**src/sv/sfr_pkg.sv**
```systemverilog
// Shared types and constants for the substring find-and-replace block.
// Used by sfr_cfg, sfr_cell and substring_find_and_replace; no dependencies.
package sfr_pkg;

	localparam int BYTE_W = 8;
	localparam int LEN_W  = 5;
	localparam int CNT_W  = 16;
	localparam int ADDR_W = 6;
	localparam int DATA_W = 64;

	// register indexes (byte address / 8)
	localparam logic [2:0] REG_PAT_LO  = 3'd0;
	localparam logic [2:0] REG_PAT_HI  = 3'd1;
	localparam logic [2:0] REG_PAT_LEN = 3'd2;
	localparam logic [2:0] REG_REP_LO  = 3'd3;
	localparam logic [2:0] REG_REP_HI  = 3'd4;
	localparam logic [2:0] REG_REP_LEN = 3'd5;

	typedef struct packed {
		logic [DATA_W-1:0] pat_lo;
		logic [DATA_W-1:0] pat_hi;
		logic [DATA_W-1:0] rep_lo;
		logic [DATA_W-1:0] rep_hi;
		logic [LEN_W-1:0]  plen;     // clamped to 1..MAX_PATTERN
		logic [LEN_W-1:0]  rlen;     // clamped to 0..MAX_REPLACEMENT
		logic              plen_wr;  // pattern length written this cycle
	} cfg_t;

	typedef enum logic [1:0] {
		ST_IDLE,
		ST_EVAL,
		ST_REPL,
		ST_FLUSH
	} st_t;

	function automatic logic [BYTE_W-1:0] pick_byte(
		input logic [DATA_W-1:0]  lo,
		input logic [DATA_W-1:0]  hi,
		input logic [LEN_W-2:0]   idx
	);
		logic [DATA_W-1:0] w;
		w = idx[LEN_W-2] ? hi : lo;
		return w[idx[2:0]*BYTE_W +: BYTE_W];
	endfunction

endpackage

```
**src/sv/substring_find_and_replace.sv**
```systemverilog
// Top level of the streaming find-and-replace block: control sequencer, window
// cell chain and output register. Depends on sfr_pkg, sfr_cfg, sfr_cell.
//
//  port group | dir | carries
//  -----------+-----+---------------------------------------------------------
//  s_*        | in  | text bytes; tdata = text_byte, tlast = text_last
//  m_*        | out | rewritten bytes; tdata/tuser/tlast as listed at the ports
//  p*         | in  | APB register access, 64-bit data, register i at 8*i
//
// Each text byte is accepted, then compared, then hands over the results it causes,
// at most 16 results with the default parameters.
// Reset clears control state; the window cells hold no reset value.
// A stalled output holds the sequencer; no new byte is taken until the
// previous one has handed over all its results.
module substring_find_and_replace #(
	parameter int MAX_PATTERN     = 16,
	parameter int MAX_REPLACEMENT = 16
) (
	input  logic                        clk,
	input  logic                        arst_n,
	input  logic                        psel,
	input  logic                        penable,
	input  logic                        pwrite,
	input  logic [sfr_pkg::ADDR_W-1:0]  paddr,
	input  logic [sfr_pkg::DATA_W-1:0]  pwdata,
	output logic [sfr_pkg::DATA_W-1:0]  prdata,
	output logic                        pready,
	input  logic                        s_tvalid,
	output logic                        s_tready,
	input  logic [7:0]                  s_tdata,   // [7:0] text_byte
	input  logic                        s_tlast,   // text_last
	output logic                        m_tvalid,
	input  logic                        m_tready,
	output logic [31:0]                 m_tdata,   // [7:0] out_byte, [8] text_done,
	                                               // [24:9] replace_count, rest zero
	output logic                        m_tuser,   // byte_valid
	output logic                        m_tlast    // run_last
);
	import sfr_pkg::*;

	localparam int FW = $clog2(MAX_PATTERN + 1);

	cfg_t cfg;

	st_t               state_q, state_d;
	logic [FW-1:0]     fill_q, fill_d, wr_pos;
	logic              last_q;
	logic [CNT_W-1:0]  count_q, count_d, count_inc;
	logic [LEN_W-2:0]  rep_idx_q, rep_idx_d;

	logic              accept, slot_free, emit, shift, full, hit;
	logic [BYTE_W-1:0] e_byte;
	logic              e_bv, e_last, e_done;
	logic [CNT_W-1:0]  e_count;

	logic              ovalid_q;
	logic [BYTE_W-1:0] obyte_q;
	logic              obv_q, olast_q, odone_q;
	logic [CNT_W-1:0]  ocount_q;

	logic [BYTE_W-1:0] cell_q [MAX_PATTERN];
	logic              chain  [MAX_PATTERN+1];

	sfr_cfg #(
		.MAX_PATTERN     (MAX_PATTERN),
		.MAX_REPLACEMENT (MAX_REPLACEMENT)
	) u_cfg (
		.clk     (clk),
		.arst_n  (arst_n),
		.psel    (psel),
		.penable (penable),
		.pwrite  (pwrite),
		.paddr   (paddr),
		.pwdata  (pwdata),
		.prdata  (prdata),
		.pready  (pready),
		.cfg     (cfg)
	);

	assign s_tready  = (state_q == ST_IDLE);
	assign accept    = s_tvalid & s_tready;
	assign slot_free = ~ovalid_q | m_tready;
	// a stale fill at or beyond the pattern length restarts the window
	assign wr_pos    = (LEN_W'(fill_q) >= cfg.plen) ? '0 : fill_q;
	assign full      = (LEN_W'(fill_q) == cfg.plen);
	assign count_inc = (count_q == '1) ? count_q : count_q + CNT_W'(1);

	assign chain[MAX_PATTERN] = 1'b1;
	assign hit                = chain[0];

	for (genvar i = 0; i < MAX_PATTERN; i++) begin : g_cell
		logic [BYTE_W-1:0] nbr;
		if (i == MAX_PATTERN - 1) begin : g_end
			assign nbr = '0;
		end else begin : g_mid
			assign nbr = cell_q[i+1];
		end
		sfr_cell u_cell (
			.clk       (clk),
			.load      (accept && (wr_pos == FW'(i))),
			.shift     (shift),
			.din       (s_tdata),
			.nbr       (nbr),
			.pat       (pick_byte(cfg.pat_lo, cfg.pat_hi, (LEN_W-1)'(i))),
			.active    (LEN_W'(i) < cfg.plen),
			.match_in  (chain[i+1]),
			.match_out (chain[i]),
			.q         (cell_q[i])
		);
	end

	always_ff @(posedge clk or negedge arst_n) begin
		if (!arst_n) begin
			state_q   <= ST_IDLE;
			fill_q    <= '0;
			last_q    <= 1'b0;
			count_q   <= '0;
			rep_idx_q <= '0;
		end else begin
			state_q   <= state_d;
			fill_q    <= cfg.plen_wr ? '0 : fill_d;
			count_q   <= count_d;
			rep_idx_q <= rep_idx_d;
			if (accept)
				last_q <= s_tlast;
		end
	end

	always_comb begin
		state_d   = state_q;
		fill_d    = fill_q;
		count_d   = count_q;
		rep_idx_d = rep_idx_q;
		emit      = 1'b0;
		shift     = 1'b0;
		e_byte    = cell_q[0];
		e_bv      = 1'b1;
		e_last    = 1'b0;
		e_done    = 1'b0;
		e_count   = '0;
		unique case (state_q)
			ST_IDLE: begin
				if (accept) begin
					fill_d  = wr_pos + FW'(1);
					state_d = ST_EVAL;
				end
			end
			ST_EVAL: begin
				if (slot_free) begin
					if (full && hit) begin
						fill_d  = '0;
						count_d = count_inc;
						if (cfg.rlen != '0) begin
							rep_idx_d = '0;
							state_d   = ST_REPL;
						end else begin
							state_d = ST_IDLE;
							if (last_q) begin
								// match deleted at end of text: count-only result
								emit    = 1'b1;
								e_byte  = '0;
								e_bv    = 1'b0;
								e_last  = 1'b1;
								e_done  = 1'b1;
								e_count = count_inc;
								count_d = '0;
							end
						end
					end else if (full) begin
						emit   = 1'b1;
						shift  = 1'b1;
						fill_d = fill_q - FW'(1);
						if (!last_q) begin
							e_last  = 1'b1;
							state_d = ST_IDLE;
						end else if (fill_q == FW'(1)) begin
							e_last  = 1'b1;
							e_done  = 1'b1;
							e_count = count_q;
							count_d = '0;
							state_d = ST_IDLE;
						end else begin
							state_d = ST_FLUSH;
						end
					end else begin
						state_d = last_q ? ST_FLUSH : ST_IDLE;
					end
				end
			end
			ST_REPL: begin
				if (slot_free) begin
					emit   = 1'b1;
					e_byte = pick_byte(cfg.rep_lo, cfg.rep_hi, rep_idx_q);
					if ((LEN_W'(rep_idx_q) + LEN_W'(1)) == cfg.rlen) begin
						e_last  = 1'b1;
						state_d = ST_IDLE;
						if (last_q) begin
							e_done  = 1'b1;
							e_count = count_q;
							count_d = '0;
						end
					end else begin
						rep_idx_d = rep_idx_q + (LEN_W-1)'(1);
					end
				end
			end
			ST_FLUSH: begin
				if (slot_free) begin
					emit   = 1'b1;
					shift  = 1'b1;
					fill_d = fill_q - FW'(1);
					if (fill_q == FW'(1)) begin
						e_last  = 1'b1;
						e_done  = 1'b1;
						e_count = count_q;
						count_d = '0;
						state_d = ST_IDLE;
					end
				end
			end
			default: state_d = ST_IDLE;
		endcase
	end

	// output register
	always_ff @(posedge clk or negedge arst_n) begin
		if (!arst_n)
			ovalid_q <= 1'b0;
		else if (emit)
			ovalid_q <= 1'b1;
		else if (m_tready)
			ovalid_q <= 1'b0;
	end

	always_ff @(posedge clk) begin
		if (emit) begin
			obyte_q  <= e_byte;
			obv_q    <= e_bv;
			olast_q  <= e_last;
			odone_q  <= e_done;
			ocount_q <= e_count;
		end
	end

	assign m_tvalid = ovalid_q;
	assign m_tdata  = {7'd0, ocount_q, odone_q, obyte_q};
	assign m_tuser  = obv_q;
	assign m_tlast  = olast_q;

`ifndef SYNTHESIS
	a_fill_bound: assert property (@(posedge clk) disable iff (!arst_n)
		fill_q <= FW'(MAX_PATTERN))
		else $error("window fill beyond cell count");
	a_accept_eval: assert property (@(posedge clk) disable iff (!arst_n)
		accept |=> state_q == ST_EVAL)
		else $error("accepted item not evaluated");
	a_done_last: assert property (@(posedge clk) disable iff (!arst_n)
		m_tvalid && m_tdata[8] |-> m_tlast)
		else $error("text end not on last result of item");
	a_count_only: assert property (@(posedge clk) disable iff (!arst_n)
		m_tvalid && !m_tuser |-> m_tdata[8])
		else $error("count-only result without text end");
	a_count_zero: assert property (@(posedge clk) disable iff (!arst_n)
		m_tvalid && !m_tdata[8] |-> m_tdata[24:9] == '0)
		else $error("count shown before text end");
`endif

endmodule

```
**src/sv/sfr_cfg.sv**
```systemverilog
// APB register file for the find-and-replace block: pattern, replacement, lengths.
// Depends on sfr_pkg.
module sfr_cfg #(
	parameter int MAX_PATTERN     = 16,
	parameter int MAX_REPLACEMENT = 16
) (
	input  logic                         clk,
	input  logic                         arst_n,
	input  logic                         psel,
	input  logic                         penable,
	input  logic                         pwrite,
	input  logic [sfr_pkg::ADDR_W-1:0]   paddr,
	input  logic [sfr_pkg::DATA_W-1:0]   pwdata,
	output logic [sfr_pkg::DATA_W-1:0]   prdata,
	output logic                         pready,
	output sfr_pkg::cfg_t                cfg
);
	import sfr_pkg::*;

	logic [DATA_W-1:0] pat_lo_q, pat_hi_q, rep_lo_q, rep_hi_q;
	logic [LEN_W-1:0]  plen_q, rlen_q;
	logic              wr_en;
	logic [2:0]        idx;

	assign pready = 1'b1;
	assign wr_en  = psel & penable & pwrite;
	assign idx    = paddr[ADDR_W-1:3];

	always_ff @(posedge clk or negedge arst_n) begin
		if (!arst_n) begin
			pat_lo_q <= '0;
			pat_hi_q <= '0;
			rep_lo_q <= '0;
			rep_hi_q <= '0;
			plen_q   <= LEN_W'(1);
			rlen_q   <= '0;
		end else if (wr_en) begin
			unique case (idx)
				REG_PAT_LO:  pat_lo_q <= pwdata;
				REG_PAT_HI:  pat_hi_q <= pwdata;
				REG_PAT_LEN: plen_q   <= pwdata[LEN_W-1:0];
				REG_REP_LO:  rep_lo_q <= pwdata;
				REG_REP_HI:  rep_hi_q <= pwdata;
				REG_REP_LEN: rlen_q   <= pwdata[LEN_W-1:0];
				default: ;
			endcase
		end
	end

	always_comb begin
		unique case (idx)
			REG_PAT_LO:  prdata = pat_lo_q;
			REG_PAT_HI:  prdata = pat_hi_q;
			REG_PAT_LEN: prdata = DATA_W'(plen_q);
			REG_REP_LO:  prdata = rep_lo_q;
			REG_REP_HI:  prdata = rep_hi_q;
			REG_REP_LEN: prdata = DATA_W'(rlen_q);
			default:     prdata = '0;
		endcase
	end

	always_comb begin
		cfg.pat_lo  = pat_lo_q;
		cfg.pat_hi  = pat_hi_q;
		cfg.rep_lo  = rep_lo_q;
		cfg.rep_hi  = rep_hi_q;
		if (plen_q == '0)
			cfg.plen = LEN_W'(1);
		else if (plen_q > LEN_W'(MAX_PATTERN))
			cfg.plen = LEN_W'(MAX_PATTERN);
		else
			cfg.plen = plen_q;
		cfg.rlen    = (rlen_q > LEN_W'(MAX_REPLACEMENT)) ? LEN_W'(MAX_REPLACEMENT) : rlen_q;
		cfg.plen_wr = wr_en & (idx == REG_PAT_LEN);
	end

endmodule

```
**src/sv/sfr_cell.sv**
```systemverilog
// One window cell: holds a text byte, shifts towards cell 0, compares with its
// pattern byte and extends the match chain. Depends on sfr_pkg.
module sfr_cell (
	input  logic                        clk,
	input  logic                        load,
	input  logic                        shift,
	input  logic [sfr_pkg::BYTE_W-1:0]  din,
	input  logic [sfr_pkg::BYTE_W-1:0]  nbr,
	input  logic [sfr_pkg::BYTE_W-1:0]  pat,
	input  logic                        active,
	input  logic                        match_in,
	output logic                        match_out,
	output logic [sfr_pkg::BYTE_W-1:0]  q
);
	import sfr_pkg::*;

	logic [BYTE_W-1:0] byte_q;

	always_ff @(posedge clk) begin
		if (load)
			byte_q <= din;
		else if (shift)
			byte_q <= nbr;
	end

	assign q         = byte_q;
	assign match_out = match_in & (~active | (byte_q == pat));

endmodule
```
**config.mk**
```make
export PLATFORM = sky130hd
export DESIGN_NAME = substring_find_and_replace
export DESIGN_NICKNAME = d
export VERILOG_FILES = /design/src/sv/sfr_pkg.sv /design/src/sv/substring_find_and_replace.sv /design/src/sv/sfr_cfg.sv /design/src/sv/sfr_cell.sv
export SDC_FILE = /design/constraint.sdc
export NUM_CORES = 1
export LEC_CHECK = 0
export BUFFER_PORTS_ARGS = -buffer_cell sky130_fd_sc_hd__buf_2
export CELL_PAD_IN_SITES_DETAIL_PLACEMENT = 1
export CELL_PAD_IN_SITES_GLOBAL_PLACEMENT = 1
export CORE_AREA = 2 2 219 221
export CTS_CLUSTER_SIZE = 28
export DETAILED_ROUTE_END_ITERATION = 10
export DIE_AREA = 0 0 221 223
export GPL_TIMING_DRIVEN = 0
export PLACE_DENSITY_LB_ADDON = 0.1
export SLEW_MARGIN = 25
export SYNTH_ARGS = -nofsm -noshare
export SYNTH_HDL_FRONTEND = slang
export SYNTH_SLANG_ARGS = --single-unit
```
**constraint.sdc**
```tcl
create_clock -name clk -period 5.3 [get_ports clk]
set_input_delay 0.265 -clock clk [delete_from_list [all_inputs] [get_ports clk]]
set_output_delay 0.265 -clock clk [all_outputs]
set_load 0.01 [all_outputs]
```
==> flow_summary.toml <==
[yosys]
ys.flop_type = "dfrtp_1"
synth_area_leaders = "dfrtp_1, edfxtp_1, mux2_2, mux4_2, xnor2_1"
yosysWarnings = 0
postSynthAreaPerCell_um2 = 12.8
yosysTopAreaCellShare_pct = 31.6
synth_cells = 1813
synthArstFlopShare_pct = 65.6
syn_area_mm2 = 0.0233
synth_seq_cells = 450
synth.distinct_cells = 67
yosys.area.top_type = "dfrtp_1"
ys_seq_area_share_pct = 51.7
synth-edff-count = 155

[power]
leakage_nw = 11.2
clkPwrFrac_pct = 28.9
switching_power_mw = 4.13
switching_share_pct = 34.5
total_power_mw = 12.0
combPwrFrac_pct = 27.1
p_seq_share_pct = 44.0
irDropWorstVdd_uv = 261
p_int_mw = 7.84
cellPowerDensity_mw_per_mm2 = 436

[finish]
n_antenna_cell = 0
drive_gt1_share_pct = 34.1
fillers = 4797
nets = 2228
area_delta_synth_final_pct = 17.9
multi_input_area_mm2 = 0.0107
fin_area_mm2 = 0.0275
fin_util_pct = 58.2
regArea_mm2 = 0.0120
instances_no_fill = 2779

[routing]
vias_per_cell = 6.41
wire_per_inst_um = 31.2
ant_nets = 0
first_pass_iters = 5
wl_um = 86600
num_vias = 17802
route.met3.wl_um = 5290
drt_iter0_markers = 1697
drt_drc_violations_left = 0
met2_length_um = 41700
dr.max_layer_used = "met5"
met1_length_um = 35800

[min_path]
holdCritPathClass = "input port to register"
whs_path_depth = 3

[clock_tree]
clockBufferDepth = 3
h-tree-depth = 2
worstSkewPairLatency_ps = 620
cts_sinks = 450
numCtsBuffers = 50
root_buffer = "clkbuf_16"
clk_pin_slew_worst_paths_ps = 60
cts_setup_buffers = 0
cts_tree = "built"

[placed_design]
placedInstanceArea_mm2 = 0.0252
place_ws_ps = 176
dp.cells = 2621
io_buffers = 172
hpwl_um = 64100
gp_routability_congestion = 0.951

[sta]
rsz0062_at_grt = "no"
hold_viol_final = 0
tns_ps = 0
maxSlewViolCount = 0
clock_skew_ps = 32.9
final.min_clock_period_ps = 5090
setup_ws_ps = 213
worstMarginPinSlew_ps = 1190
max_freq_mhz = 197
setup_viol = 0
fin_crit_sh_pct = 96.0
worst_hold_slack_ps = 23.5
slew_headroom_pct = 20.7

[critical_path]
crit_type = "register to register"
critPathRequiredTime_ps = 5540
crit_fanout = 10
start_kind = "register"
end_kind = "register"
r2r_cells = 10
arrival_ps = 5330

[die]
dieArea_mm2 = 0.0493
placementRows = 80
start_util_pct = 49.4
io_pins = 187
core_area_mm2 = 0.0471
die_h_um = 223
die_w_um = 221

[grt]
grt_max_degree = 90
antenna_found_initial = 2
grt_overflow = 0
track_usage_pct = 35.0
grt_pass1_vias = 18461
grt_pass1_wl_um = 127000

[run_status]
outcome = "finished clean"

[flow_run]
cap_violations = 0
==> layer usage <==
layer / vias to the layer above / global-route usage (%)
li1: 7498 / -
met5: - / 0
met2: 663 / 57.7
met3: 160 / 4.77
met1: 9477 / 47.1
met4: 4 / 14.1
==> placed cells by master, fill, tap and decap left out, drive strengths merged, types with 60 or more instances in the layout <==
| cell | Yosys | routed |
|---|---|---|
| mux2 | 392 | 392 |
| nand2 | 96 | 96 |
| buf | 21 | 208 |
| clkbuf | 95 | 178 |
| xnor2 | 70 | 70 |
| dlygate4sd3 | 0 | 63 |
| edfxtp | 155 | 155 |
| a22o | 67 | 67 |
| dfrtp | 294 | 294 |
| xor2 | 66 | 66 |
| a221o | 60 | 60 |
==> cell families after synthesis <==
group                      synth area share (%)
AOI/OAI and AO/OA                          10.0
xor gates and xnor gates                   5.11
adders and majority gates                  1.02
buffers and inverters                      2.56
DFF                                        51.7
muxes                                      22.6
other                                    0.0322
and+or+nand+nor                            6.95
==> registers in the layout (all words and copies together) (netlist names) <==
register,count
last_q,1
m_tvalid,1
odone_q,1
count_q,16
obyte_q,8
u_cfg.plen_q,5
fill_q,5
u_cfg.pat_hi_q,64
rep_idx_q,4
ocount_q,16
g_cell.u_cell.q,128
u_cfg.rep_hi_q,64
state_q,2
u_cfg.pat_lo_q,64
u_cfg.rlen_q,5
m_tlast,1
m_tuser,1
u_cfg.rep_lo_q,64
==> final cells by class <==
cell class | instances | area share (%)
buffer | 116 | 1.81
clock buffer | 81 | 5.46
clock inverter | 12 | 0.415
inverter | 31 | 0.424
multi-input combinational | 1222 | 39.1
sequential | 450 | 43.8
tap | 615 | 2.80
timing repair buffer | 252 | 6.18
==> Yosys cell counts (4+ instances only) <==
library cell / instances
mux2_2: 392
dfrtp_1: 294
edfxtp_1: 155
nand2_1: 96
clkbuf_1: 95
xnor2_1: 70
a22o_1: 67
xor2_1: 66
a221o_1: 60
a21oi_1: 46
nor2_1: 40
nand3_1: 34
o21ai_0: 33
inv_1: 31
mux4_2: 30
nand4_1: 26
a31oi_1: 22
nor4_1: 22
ha_1: 19
and2_1: 18
mux2i_1: 18
nor3_1: 18
o22ai_1: 17
nand2b_1: 14
a22oi_1: 10
buf_4: 10
o21ai_1: 9
a221oi_1: 6
and4_1: 6
buf_2: 6
o2bb2ai_1: 6
and3_1: 5
buf_1: 5
nor2b_1: 5
nor3b_1: 5
o31ai_1: 5
or2_2: 4
or3_1: 4
==> worst paths after layout <==
check                                   start                      to  slack (ps)
min                                 pwdata[2]         u_cfg.plen_q[2]          20
max                        u_cfg.pat_hi_q[31]  g_cell[15].u_cell.q[4]         210
max reg2reg                u_cfg.pat_hi_q[31]  g_cell[15].u_cell.q[4]         210
max in group asynchronous              arst_n      u_cfg.pat_hi_q[37]        3910
min reg2reg                 u_cfg.rep_lo_q[3]       u_cfg.rep_lo_q[3]         530
min in group asynchronous              arst_n         u_cfg.rlen_q[4]         190
==> critical path: stages, from the launching register on <==
cell	delay, ps
dfrtp_1	490
xor2_1	210
nor4_1	650
nand4_1	340
o21ai_1	250
or3b_4	470
nor3_4	400
nor2_1	120
o21ai_2	530
clkbuf_1	770
nand2_1	460
==> repair_timing <==
item,in CTS,in global routing
setup endpoints to repair,0,80
endpoints found under the hold margin,295,0
resized for setup,0,1
hold buffers,63,0
==> power by group through the flow <==
stage / combinational, mW / clock (mW) / sequential [mW]
after floorplan: 2.11 / 0 / 4.97
after global placement: 3.01 / 0 / 5.26
after detailed placement: 3.13 / 0 / 5.30
after CTS: 3.20 / 3.48 / 5.24
after global routing: 3.49 / 3.62 / 5.32
final: 3.24 / 3.46 / 5.26
No activity file was read; power rests on OpenSTA's default activity.
